==> config.mk <==
export PLATFORM = sky130hd
export DESIGN_NAME = xorshift_keystream_cipher
export DESIGN_NICKNAME = d
export VERILOG_FILES = /design/src/rtl/core/xksc_pkg.sv /design/src/rtl/core/xksc_csr.sv /design/src/rtl/core/xksc_ctrl.sv /design/src/rtl/core/xksc_dpath.sv /design/src/rtl/core/xorshift_keystream_cipher.sv
export SDC_FILE = /design/constraint.sdc
export NUM_CORES = 2
export LEC_CHECK = 0
export BUFFER_PORTS_ARGS = -buffer_cell sky130_fd_sc_hd__buf_2
export CAP_MARGIN = 20
export CORE_ASPECT_RATIO = 0.9
export CORE_MARGIN = 2
export CORE_UTILIZATION = 40
export CTS_BUF_LIST = sky130_fd_sc_hd__clkbuf_8
export CTS_CLUSTER_SIZE = 16
export DETAILED_ROUTE_END_ITERATION = 6
export PLACE_DENSITY = 0.64
export SYNTH_ARGS = -nofsm -noshare
export SYNTH_HDL_FRONTEND = slang
export SYNTH_SLANG_ARGS = --single-unit
==> constraint.sdc <==
create_clock -name clock -period 10.8 [get_ports clock]
set_clock_uncertainty 0.05 [all_clocks]
set_input_delay 2.16 -clock clock [delete_from_list [all_inputs] [get_ports clock]]
set_output_delay 2.16 -clock clock [all_outputs]
set_load 0.01 [all_outputs]
==> src/rtl/core/xksc_pkg.sv <==
// Shared types and constants for the xorshift keystream cipher.
// No dependencies; used by every module in rtl/core.
package xksc_pkg;

   localparam int DATA_W            = 8;
   localparam int CFG_DATA_W        = 64;
   localparam int CFG_ADDR_W        = 6;
   localparam int KEY_WORDS         = 4;
   localparam int KEY_BYTES         = 32;
   localparam int KEY_IDX_W         = 5;
   localparam int KEY_LEN_W         = 6;
   localparam int DEF_MAX_KEY_BYTES = 32;

   localparam logic [63:0] FNV_BASIS     = 64'hCBF2_9CE4_8422_2325;
   // FNV prime is 2^40 + 0x1B3
   localparam int          FNV_PRIME_SHL = 40;
   localparam logic [8:0]  FNV_PRIME_LOW = 9'h1B3;
   // only the low half of the multiplier reaches the folded byte
   localparam logic [31:0] KS_MULT_LOW   = 32'h4F6C_DD1D;

   localparam int XS_SHIFT_A = 12;
   localparam int XS_SHIFT_B = 25;
   localparam int XS_SHIFT_C = 27;

   typedef enum logic [2:0] {
      REG_KEY_WORD_0 = 3'd0,
      REG_KEY_WORD_1 = 3'd1,
      REG_KEY_WORD_2 = 3'd2,
      REG_KEY_WORD_3 = 3'd3,
      REG_KEY_LENGTH = 3'd4
   } cfg_reg_type;

   typedef logic [KEY_WORDS-1:0][63:0] key_words_type;

   typedef struct packed {
      logic hash_init;
      logic hash_step;
      logic hash_done;
      logic sel_hash;
      logic accept;
      logic s2_load;
   } ctrl_cmd_type;

   typedef struct packed {
      logic hash_last;
   } dp_status_type;

endpackage

==> src/rtl/core/xksc_csr.sv <==
// Configuration register file: four key words and the key length.
// Depends on xksc_pkg.
module xksc_csr (
   input  logic                                clock,
   input  logic                                reset,
   input  logic                                csr_psel,
   input  logic                                csr_penable,
   input  logic                                csr_pwrite,
   input  logic [xksc_pkg::CFG_ADDR_W-1:0]     csr_paddr,
   input  logic [xksc_pkg::CFG_DATA_W-1:0]     csr_pwdata,
   output logic [xksc_pkg::CFG_DATA_W-1:0]     csr_prdata,
   output logic                                csr_pready,
   output xksc_pkg::key_words_type             key_words,
   output logic [xksc_pkg::KEY_LEN_W-1:0]      key_length
);

   localparam int CFG_ADDR_HI = xksc_pkg::CFG_ADDR_W - 1;

   xksc_pkg::key_words_type                key_words_ff;
   logic [xksc_pkg::KEY_LEN_W-1:0]         key_length_ff;
   xksc_pkg::cfg_reg_type                  reg_sel;
   logic                                   wr_en;

   assign reg_sel    = xksc_pkg::cfg_reg_type'(csr_paddr[CFG_ADDR_HI:3]);
   assign wr_en      = csr_psel & csr_penable & csr_pwrite & csr_pready;
   assign csr_pready = 1'b1;
   assign key_words  = key_words_ff;
   assign key_length = key_length_ff;

   always_ff @(posedge clock) begin
      if (reset) begin
         key_words_ff  <= '0;
         key_length_ff <= xksc_pkg::KEY_LEN_W'(1);
      end else if (wr_en) begin
         unique case (reg_sel)
            xksc_pkg::REG_KEY_WORD_0: key_words_ff[0] <= csr_pwdata;
            xksc_pkg::REG_KEY_WORD_1: key_words_ff[1] <= csr_pwdata;
            xksc_pkg::REG_KEY_WORD_2: key_words_ff[2] <= csr_pwdata;
            xksc_pkg::REG_KEY_WORD_3: key_words_ff[3] <= csr_pwdata;
            xksc_pkg::REG_KEY_LENGTH: key_length_ff <= csr_pwdata[xksc_pkg::KEY_LEN_W-1:0];
            default: ;
         endcase
      end
   end

   always_comb begin
      unique case (reg_sel)
         xksc_pkg::REG_KEY_WORD_0: csr_prdata = key_words_ff[0];
         xksc_pkg::REG_KEY_WORD_1: csr_prdata = key_words_ff[1];
         xksc_pkg::REG_KEY_WORD_2: csr_prdata = key_words_ff[2];
         xksc_pkg::REG_KEY_WORD_3: csr_prdata = key_words_ff[3];
         xksc_pkg::REG_KEY_LENGTH: csr_prdata = xksc_pkg::CFG_DATA_W'(key_length_ff);
         default:                  csr_prdata = '0;
      endcase
   end

endmodule

==> src/rtl/core/xksc_ctrl.sv <==
// Controller: message-start hashing sequence and the two-stage item pipeline.
// Depends on xksc_pkg; drives xksc_dpath through ctrl_cmd_type.
module xksc_ctrl (
   input  logic                     clock,
   input  logic                     reset,
   input  logic                     req_tvalid,
   input  logic                     req_tlast,
   output logic                     req_tready,
   output logic                     rsp_tvalid,
   input  logic                     rsp_tready,
   input  xksc_pkg::dp_status_type  status,
   output xksc_pkg::ctrl_cmd_type   cmd
);

   typedef enum logic {
      ST_RUN,
      ST_HASH
   } state_type;

   state_type state_ff, state_in;
   logic      at_start_ff, at_start_in;
   logic      s1_valid_ff, s1_valid_in;
   logic      out_valid_ff, out_valid_in;
   logic      advance;
   logic      accept;

   assign advance    = s1_valid_ff & (~out_valid_ff | rsp_tready);
   assign req_tready = (state_ff == ST_RUN) & ~at_start_ff & (~s1_valid_ff | advance);
   assign accept     = req_tvalid & req_tready;
   assign rsp_tvalid = out_valid_ff;

   always_comb begin
      state_in     = state_ff;
      at_start_in  = at_start_ff;
      cmd          = '0;
      cmd.accept   = accept;
      cmd.s2_load  = advance;
      s1_valid_in  = accept | (s1_valid_ff & ~advance);
      out_valid_in = advance | (out_valid_ff & ~rsp_tready);
      unique case (state_ff)
         ST_RUN: begin
            if (at_start_ff && req_tvalid) begin
               cmd.hash_init = 1'b1;
               state_in      = ST_HASH;
            end
            if (accept && req_tlast) begin
               at_start_in = 1'b1;
            end
         end
         ST_HASH: begin
            cmd.hash_step = 1'b1;
            cmd.sel_hash  = 1'b1;
            if (status.hash_last) begin
               cmd.hash_done = 1'b1;
               at_start_in   = 1'b0;
               state_in      = ST_RUN;
            end
         end
         default: state_in = ST_RUN;
      endcase
   end

   always_ff @(posedge clock) begin
      if (reset) begin
         state_ff     <= ST_RUN;
         at_start_ff  <= 1'b1;
         s1_valid_ff  <= 1'b0;
         out_valid_ff <= 1'b0;
      end else begin
         state_ff     <= state_in;
         at_start_ff  <= at_start_in;
         s1_valid_ff  <= s1_valid_in;
         out_valid_ff <= out_valid_in;
      end
   end

endmodule

==> src/rtl/core/xksc_dpath.sv <==
// Datapath: FNV-1a seed hash, xorshift64* generator, key position and output stage.
// Depends on xksc_pkg; commanded by xksc_ctrl.
module xksc_dpath #(
   parameter int MAX_KEY_BYTES = xksc_pkg::DEF_MAX_KEY_BYTES
) (
   input  logic                             clock,
   input  logic                             reset,
   input  xksc_pkg::ctrl_cmd_type           cmd,
   output xksc_pkg::dp_status_type          status,
   input  xksc_pkg::key_words_type          key_words,
   input  logic [xksc_pkg::KEY_LEN_W-1:0]   key_length,
   input  logic [xksc_pkg::DATA_W-1:0]      in_data,
   input  logic                             in_last,
   output logic [xksc_pkg::DATA_W-1:0]      out_byte,
   output logic                             out_last
);

   localparam int CNT_W = $clog2(MAX_KEY_BYTES + 1);
   localparam int IDX_W = (CNT_W > xksc_pkg::KEY_IDX_W + 1) ? CNT_W : xksc_pkg::KEY_IDX_W + 1;

   logic [63:0]                  gen_ff;
   logic [CNT_W-1:0]             hash_idx_ff;
   logic [CNT_W-1:0]             pos_ff;
   logic [xksc_pkg::DATA_W-1:0]  s1_mix_ff;
   logic [31:0]                  s1_x_ff;
   logic                         s1_last_ff;
   logic [xksc_pkg::DATA_W-1:0]  out_byte_ff;
   logic                         out_last_ff;

   logic [CNT_W-1:0]             len;
   logic [CNT_W-1:0]             pos_eff;
   logic [CNT_W-1:0]             pos_inc;
   logic [CNT_W-1:0]             pos_in;
   logic [IDX_W-1:0]             idx_ext;
   logic [7:0]                   key_bytes [xksc_pkg::KEY_BYTES];
   logic [7:0]                   kb;
   logic [63:0]                  fnv_y;
   logic [63:0]                  fnv_in;
   logic [63:0]                  xs_a, xs_b, xs_c;
   logic [31:0]                  ks;
   logic [7:0]                   fold;

   always_comb begin
      if (key_length == '0) begin
         len = CNT_W'(1);
      end else if (int'(key_length) > MAX_KEY_BYTES) begin
         len = CNT_W'(MAX_KEY_BYTES);
      end else begin
         len = CNT_W'(key_length);
      end
   end

   assign status.hash_last = (hash_idx_ff == len - CNT_W'(1));

   // key position wraps if the length shrank mid-message
   assign pos_eff = (pos_ff >= len) ? '0 : pos_ff;
   assign pos_inc = pos_eff + CNT_W'(1);
   assign pos_in  = (pos_inc >= len) ? '0 : pos_inc;

   always_comb begin
      for (int i = 0; i < xksc_pkg::KEY_BYTES; i++) begin
         key_bytes[i] = key_words[i >> 3][(i & 7) * 8 +: 8];
      end
   end

   assign idx_ext = IDX_W'(cmd.sel_hash ? hash_idx_ff : pos_eff);
   assign kb      = (idx_ext >= IDX_W'(xksc_pkg::KEY_BYTES)) ? 8'h00
                    : key_bytes[idx_ext[xksc_pkg::KEY_IDX_W-1:0]];

   assign fnv_y  = gen_ff ^ {56'h0, kb};
   assign fnv_in = (fnv_y << xksc_pkg::FNV_PRIME_SHL) + fnv_y * {55'h0, xksc_pkg::FNV_PRIME_LOW};

   assign xs_a = gen_ff ^ (gen_ff >> xksc_pkg::XS_SHIFT_A);
   assign xs_b = xs_a ^ (xs_a << xksc_pkg::XS_SHIFT_B);
   assign xs_c = xs_b ^ (xs_b >> xksc_pkg::XS_SHIFT_C);

   assign ks   = s1_x_ff * xksc_pkg::KS_MULT_LOW;
   assign fold = ks[7:0] ^ ks[15:8] ^ ks[23:16] ^ ks[31:24];

   always_ff @(posedge clock) begin
      if (reset) begin
         pos_ff <= '0;
      end else if (cmd.hash_done) begin
         pos_ff <= '0;
      end else if (cmd.accept) begin
         pos_ff <= pos_in;
      end
   end

   always_ff @(posedge clock) begin
      if (cmd.hash_init) begin
         gen_ff      <= xksc_pkg::FNV_BASIS;
         hash_idx_ff <= '0;
      end else if (cmd.hash_step) begin
         gen_ff      <= fnv_in;
         hash_idx_ff <= hash_idx_ff + CNT_W'(1);
      end else if (cmd.accept) begin
         gen_ff <= xs_c;
      end
      if (cmd.accept) begin
         s1_mix_ff  <= in_data ^ kb;
         s1_x_ff    <= xs_c[31:0];
         s1_last_ff <= in_last;
      end
      if (cmd.s2_load) begin
         out_byte_ff <= s1_mix_ff ^ fold;
         out_last_ff <= s1_last_ff;
      end
   end

   assign out_byte = out_byte_ff;
   assign out_last = out_last_ff;

endmodule

==> src/rtl/core/xorshift_keystream_cipher.sv <==
// Byte-stream XOR cipher: each byte is XORed with a folded xorshift64* output byte and
// a key byte; tlast ends a message. Steady throughput is one byte per clock unless
// the output stalls or a reseed runs; each byte passes the stage-1 and output registers.
// At the first byte of every message the generator is reseeded by an FNV-1a hash of the
// key, one key byte per cycle through the hash unit (length clamped to 1..MAX_KEY_BYTES).
// Depends on xksc_pkg, xksc_csr, xksc_ctrl and xksc_dpath.
module xorshift_keystream_cipher #(
   parameter int MAX_KEY_BYTES = xksc_pkg::DEF_MAX_KEY_BYTES
) (
   input  logic                             clock,
   input  logic                             reset,
   input  logic                             req_tvalid,
   output logic                             req_tready,
   input  logic [xksc_pkg::DATA_W-1:0]      req_tdata,   // [7:0] data_byte
   input  logic                             req_tlast,   // last_byte
   output logic                             rsp_tvalid,
   input  logic                             rsp_tready,
   output logic [xksc_pkg::DATA_W-1:0]      rsp_tdata,   // [7:0] out_byte
   output logic                             rsp_tlast,   // out_last
   input  logic                             csr_psel,
   input  logic                             csr_penable,
   input  logic                             csr_pwrite,
   input  logic [xksc_pkg::CFG_ADDR_W-1:0]  csr_paddr,
   input  logic [xksc_pkg::CFG_DATA_W-1:0]  csr_pwdata,
   output logic [xksc_pkg::CFG_DATA_W-1:0]  csr_prdata,
   output logic                             csr_pready
);

   xksc_pkg::key_words_type            key_words;
   logic [xksc_pkg::KEY_LEN_W-1:0]     key_length;
   xksc_pkg::ctrl_cmd_type             cmd;
   xksc_pkg::dp_status_type            status;

   xksc_csr u_csr (
      .clock       (clock),
      .reset       (reset),
      .csr_psel    (csr_psel),
      .csr_penable (csr_penable),
      .csr_pwrite  (csr_pwrite),
      .csr_paddr   (csr_paddr),
      .csr_pwdata  (csr_pwdata),
      .csr_prdata  (csr_prdata),
      .csr_pready  (csr_pready),
      .key_words   (key_words),
      .key_length  (key_length)
   );

   xksc_ctrl u_ctrl (
      .clock      (clock),
      .reset      (reset),
      .req_tvalid (req_tvalid),
      .req_tlast  (req_tlast),
      .req_tready (req_tready),
      .rsp_tvalid (rsp_tvalid),
      .rsp_tready (rsp_tready),
      .status     (status),
      .cmd        (cmd)
   );

   xksc_dpath #(
      .MAX_KEY_BYTES (MAX_KEY_BYTES)
   ) u_dpath (
      .clock      (clock),
      .reset      (reset),
      .cmd        (cmd),
      .status     (status),
      .key_words  (key_words),
      .key_length (key_length),
      .in_data    (req_tdata),
      .in_last    (req_tlast),
      .out_byte   (rsp_tdata),
      .out_last   (rsp_tlast)
   );

endmodule
# Yosys cells after proc, flatten, opt, wreduce, memory -nomap -nowiden
# Index checks and enable logic that the tools add are counted.
word_totals:
  in_bits: 86
  wordCells: 96
  out_inout_bits: 76
  ff_bits: 392
classes:
  order_cmp: 5
  bitwise_logic: 28
  n_mul: 2
  n_reduce_logical: 12
  add_sub_neg: 4
  n_mux: 21
  n_eq_ne: 7
ops:
  columns: ["cell", "count"]
  rows:
  - ["$pmux 64 s5", 1]
  - ["$mux 64", 2]
  - ["$add 64x64->64", 1]
  - ["$mul 64x9->64 const B", 1]
  - ["$xor 64x37->64", 1]
  - ["$xor 64x52->64", 1]
  - ["$xor 64x64->64", 1]
  - ["$xor 64x8->64", 1]
  - ["$bmux 8 s5", 1]
  - ["$xor 8x8->8", 5]
  - ["$mul 32x31->32 const B", 1]
  - ["$mux 6", 5]
  - ["$mux 8", 3]
  - ["$add 6x1->6 const B", 2]
  - ["$ge 6x6->1", 2]
  - ["$ge 6x6->1 const B", 2]
  - ["$reduce_and 2->1", 6]
  - ["$and 1x1->1", 8]
  - ["$eq 3x2->1 const B", 2]
  - ["$eq 6x6->1", 1]
  - ["$gt 6x6->1 const B", 1]
  - ["$logic_not 6->1", 1]
  - ["$mux 1", 6]
  - ["$not 1->1", 6]
  - ["12 further kinds", 18]

# Logic depth before layout (Yosys ltp)
depth:
  ltp_word: 17
  ltp_mapped: 38
  mapped_depth_nobuf: 34

# Hierarchy
# From an unflattened synthesis, not the netlist that was laid out.
hier_totals:
  hier_cells: 4362
  hier_area_um2: 41935.2
by_module_without_submodules:
  columns: ["mod", "seq_area_each_um2", "instances", "area_each_um2", "cells_per_inst"]
  rows:
  - ["xksc_dpath", 3022.9, 1, 29270.6, 3243]
  - ["xksc_csr", 5245.0, 1, 12440.7, 1094]
  - ["xksc_ctrl", 80.1, 1, 224.0, 25]

# Worst setup path before layout
# No wires, ideal clock.
synth_path:
  path_type: "reg-to-reg"
  from: "reg u_csr.key_length_ff (netlist bit u_csr.key_length[1])"
  to: "reg u_dpath.gen_ff[45]"
  setup_time_ps: 134
  path_stages_with_launch: 39
  slack_ps: 2597
  t_arrival_ps: 8019
  cell_sequence: "dfxtp_1 > nor4_1 > o21ai_0 > inv_1 > ha_1 > nor2b_4 > o21a_4 > o2111ai_4 > nand2_4 > buf_6 > buf_6 > buf_4 > buf_2 > a211oi_1 > a211oi_1 > a311oi_1 > a21oi_1 > a32o_1 > (+3 left out) > xor2_1 > ha_1 > a21oi_1 > fa_1 > fa_1 > inv_1 > ha_1 > ha_1 > a21oi_1 > o21ai_0 > a211oi_1 > nand2_1 > a221o_1 > a21oi_1 > o21ai_0 > a31oi_1 > xor2_1 > o22ai_1"
synth_via:
  elab_chain_cells: 15
synth_lines:
  columns: ["element", "line_no", "rtl"]
  rows:
  - ["start: declaration", "xksc_csr.sv:20", "logic [xksc_pkg::KEY_LEN_W-1:0] key_length_ff;"]
  - ["start signal: assignment", "xksc_csr.sv:33", "key_length_ff <= xksc_pkg::KEY_LEN_W'(1);"]
  - ["start signal: assignment", "xksc_csr.sv:40", "xksc_pkg::REG_KEY_LENGTH: key_length_ff <= csr_pwdata[xksc_pkg::KEY_LEN_W-1:0];"]
  - ["$gt 6x6->1", "xksc_dpath.sv:46", "end else if (int'(key_length) > MAX_KEY_BYTES) begin"]
  - ["$mux 6", "xksc_dpath.sv:46", null]
  - ["$mux 6 (*)", "xksc_dpath.sv:44", "if (key_length == '0) begin"]
  - ["$ge 6x6->1 (*)", "xksc_dpath.sv:56", "assign pos_eff = (pos_ff >= len) ? '0 : pos_ff;"]
  - ["$mux 6 (*)", "xksc_dpath.sv:56", null]
  - ["$mux 6 (*)", "xksc_dpath.sv:66", "assign idx_ext = IDX_W'(cmd.sel_hash ? hash_idx_ff : pos_eff);"]
  - ["$not 5->6 (implied by the code)", "xksc_dpath.sv:68", ": key_bytes[idx_ext[xksc_pkg::KEY_IDX_W-1:0]];"]
  - ["$bmux 8 s5", "xksc_dpath.sv:68", null]
  - ["$mux 8 (implied by the code) (2 in series)", "xksc_dpath.sv:68", null]
  - ["$mux 8 (*)", "xksc_dpath.sv:67", "assign kb = (idx_ext >= IDX_W'(xksc_pkg::KEY_BYTES)) ? 8'h00"]
  - ["$xor 64x8->64 (*)", "xksc_dpath.sv:70", "assign fnv_y = gen_ff ^ {56'h0, kb};"]
  - ["$mul 64x9->64", "xksc_dpath.sv:71", "assign fnv_in = (fnv_y << xksc_pkg::FNV_PRIME_SHL) + fnv_y * {55'h0, xksc_pkg::FNV_PRIME_LOW};"]
  - ["$add 64x64->64 (*)", "xksc_dpath.sv:71", null]
  - ["$mux 64 (*)", "xksc_dpath.sv:94", "end else if (cmd.hash_step) begin"]
  - ["end signal: assignment", "xksc_dpath.sv:92", "gen_ff <= xksc_pkg::FNV_BASIS;"]
  - ["end signal: assignment", "xksc_dpath.sv:95", "gen_ff <= fnv_in;"]
  - ["end signal: assignment", "xksc_dpath.sv:98", "gen_ff <= xs_c;"]
  - ["end: declaration", "xksc_dpath.sv:21", "logic [63:0] gen_ff;"]
# Mark *: on every way between the ends. The rest lies on a longest branch, timed or not. The select of a mux whose other input is x is not followed.
# A chain may end at the register's enable or synchronous reset.

# Worst setup path after layout
layout_path:
  from: "reg u_csr.key_length_ff (netlist bit u_csr.key_length[2])"
  to: "reg u_dpath.gen_ff[45]"
# Same word-level chain as after synthesis.

==> metrics.md <==
| Metric | Value |
|---|---|
| Slew @ Worst Pin | 1120 ps |
| Largest net degree at the start of global routing | 115 |
| Hold Crit Depth | 0 |
| Total grt overflow | 0 |
| Worst reg2reg path depth | 33 |
| Commonest non-fill, non-tap cell in the layout | nand2_1 |
| Met1 usage | 36.2% |
| Final #Nets | ~5,700 |
| Syn Nets | 5,577 |
| Synth area leaders | fa_1, dfxtp_1, ha_1 |
| Library cells used by synthesis | 85 |
| Period minus WS final | 10,320 ps |
| Crit path launch type | flip-flop |
| Routed Antenna Nets | 0 |
| Required time of the critical path | 11,280 ps |
| Critical path peak fanout | 30 |
| R2r endpoint | u_dpath.gen_ff[45]$_SDFFE_PP0P_ |
| Clk_lat worst skew | 690 ps |
| Row cnt | 110 |
| Initial antenna violation count | 10 |
| Cts bufs inserted | 72 |
| Final WS setup | between 400 and 500 ps |
| GRT Total Usage | 24.9% |
| Synth top area share | 22.1% |
| Vias per Instance | 5.47 |
| 1st-iter DRT viols | 3,334 |
| Pre-Repair DR Iteration Count | 6 |
| Placed Cells | 6,024 |
| Multi-input gate area | 28,500 µm² |
| Most frequent cells in the layout | nand2_1, inv_1, fa_1, a21oi_1, ha_1 |
| Synth warnings | 0 |
| Cells after synthesis | roughly 4,700 |
| Slowest-stage cell, CP | a211oi_1 |
| Syn Area/Cell | 8.62 µm² |
| Final Hold Viols | 0 |
| Synth Flop Type | dfxtp_1 |
| Share of cells above drive strength 1 | ~7.6% |
| GRT busiest layer | met2 |
| Final Slew Violations | 0 |
| Fillers | 9,943 |
| Final Cycle Share | 95.6% |
| Post-synth EDFFs | 50 |
| Fin Setup TNS | 0 ps |
| Post-Syn Area | roughly 40,000 µm² |
| Clock Sinks | approximately 390 |
| Seq/Total Area, Yosys | 20.7% |
| Final WL | 131 mm |
| Data arrival, critical path | 10,800 ps |
| Worst setup path class | reg2reg |
| Initial core utilization | 40.3% |
| Setup WS pre-CTS | a little under 800 ps |
| Die Wd | 339 µm |
| DRC | 0 |
| GPL Wtd Cong | about 0.97 |
| Grt met2 use | 37.6% |
| Met3 usage | 4.09% |
| Crit path top cell by count | ha_1 |
| DP HPWL | 101 mm |
| CTS tree | yes |
| Hold_buf cts | 0 |
| Routed len/inst | 21.2 µm |
| Area leader, netlist | fa_1 |
| Post-CTS Resized | 0 |
| Worst slew margin | 24.8% |
| Die Y-Extent | 305 µm |
| R2R Setup Slk | 480 ps |
| Routed vias | 33,700 |
| Max-cap violations | 0 |
| FF+latch count, synth | 392 |
| Layout Cells excl Fill | 6,164 |
| H-Tree Depth | 3 |
| WHS Endpoint | u_dpath.out_last$_DFFE_PP_ |
| Num ports | 162 |
| Worst Hold Launch | u_dpath.s1_last_ff$_DFFE_PP_ |
| Clock root buffer | clkbuf_8 |
| I/O Buffers | 157 |
| Final setup fails | 0 |
| Ys async rst share | 0% |
| Setup bufs post-CTS | 0 |
| CTS max path bufs | 3 |
| CTS clk-pin slew, worst paths | roughly 60 ps |
| First-pass GRT wire length | 200 mm |
| Status | completed |
| Die area | between 100,000 and 150,000 µm² |
| FMAX | 96.9 MHz |
| Core area | 100,000 µm² |
| Crit end category | flip-flop |
| HP Class | reg2reg |
| Launch point of the worst reg-to-reg path | u_csr.key_length[2]$_SDFFE_PP0P_ |
| Number of global-route vias before repair | 33,100 |
| RSZ-0062 raised after global routing | false |
| Max stage delay on crit path | ~800 ps |
| Register area | 8350 µm² |
| Area grow syn2layout | 9.16% |
logic make-up (layout without fill, tap and decap cells):
group | after synthesis | in the layout | synth area share, %
and+or+nand+nor | 1176 | 1176 | 12.4
AOI/OAI and AO/OA | 945 | 945 | 15.1
buffers and inverters | 923 | 1055 | 8.79
adders and majority gates | 810 | 810 | 33.4
DFF | 392 | 392 | 20.7
xor gates and xnor gates | 367 | 367 | 7.99
muxes | 67 | 67 | 1.68
other | 1 | 8 | 0.00929
area by class of cell:
cell class	instances	area share [%]
flip-flops and latches	392	19.0
clock inverters	49	0.980
clock buffers	84	2.63
repair buffers	207	2.74
well taps	1344	3.82
multi-input cells	3366	64.7
diodes	7	0.0398
inverters	715	6.10
layer usage:
| metal | wire length, µm | up-vias |
|---|---|---|
| met1 | 58500 | 16500 |
| li1 | - | 15500 |
| met4 | 4080 | 4 |
| met3 | 11000 | 209 |
| met2 | 56900 | 1456 |
| met5 | 33 | - |
metrics by stage:
| step | utilization, % | hold slack (ps) | area (µm²) |
|---|---|---|---|
| CTS | 44.0 | 378 | 44000 |
| global placement | 42.4 | 365 | 42400 |
| finish | 44.0 | 384 | 44000 |
| floorplan | - | 350 | 40300 |
| global route | 44.0 | 389 | 44000 |
| detailed placement | 42.4 | 365 | 42400 |
sequential cells by signal, summed over array words and instances, names as in the netlist, 6 cells and up:
signal / count
u_csr.key_words: 256
u_dpath.s1_mix_ff: 8
u_csr.key_length: 6
u_dpath.out_byte: 8
u_dpath.s1_x_ff: 32
u_dpath.hash_idx_ff: 6
u_dpath.pos_ff: 6
u_dpath.gen_ff: 64
worst max-delay path: cells and delay by family, from the launching register on:
family | cells | cell delay [ps]
buf+inv | 3 | 230
compound gates | 15 | 5060
flops | 1 | 400
simple gates | 5 | 860
xor+xnor | 3 | 930
fa+ha+maj | 7 | 2610
synthesized netlist by cell type, drive strengths merged, types with 17 or more instances:
| cell | count |
|---|---|
| a21o | 52 |
| fa | 445 |
| nor2 | 113 |
| a31oi | 25 |
| buf | 46 |
| nor2b | 19 |
| inv | 714 |
| nand3 | 57 |
| o21ai | 95 |
| xor2 | 114 |
| a211oi | 50 |
| o21bai | 17 |
| edfxtp | 50 |
| dfxtp | 342 |
| xnor2 | 253 |
| o211ai | 25 |
| ha | 365 |
| a21oi | 381 |
| and3 | 52 |
| mux2i | 62 |
| and2 | 23 |
| nand2 | 818 |
| nor3 | 34 |
| o22ai | 23 |
| a22oi | 141 |
| clkbuf | 162 |
how the worst max path moves through the flow:
stage                                startpoint                              end  cells past startpoint
4_1_cts        u_csr.key_length[2]$_SDFFE_PP0P_  u_dpath.gen_ff[48]$_SDFFE_PP0P_                     31
6_report       u_csr.key_length[2]$_SDFFE_PP0P_  u_dpath.gen_ff[45]$_SDFFE_PP0P_                     33
2_1_floorplan  u_csr.key_length[1]$_SDFFE_PP0P_  u_dpath.gen_ff[45]$_SDFFE_PP0P_                     38
3_5_place_dp   u_csr.key_length[2]$_SDFFE_PP0P_  u_dpath.gen_ff[48]$_SDFFE_PP0P_                     31
3_3_place_gp   u_csr.key_length[2]$_SDFFE_PP0P_  u_dpath.gen_ff[48]$_SDFFE_PP0P_                     31
5_1_grt        u_csr.key_length[2]$_SDFFE_PP0P_  u_dpath.gen_ff[45]$_SDFFE_PP0P_                     33
Power is left out: the tool's default activity adds up to more than one toggle a clock period on the data nets, which glitch-free logic cannot reach.
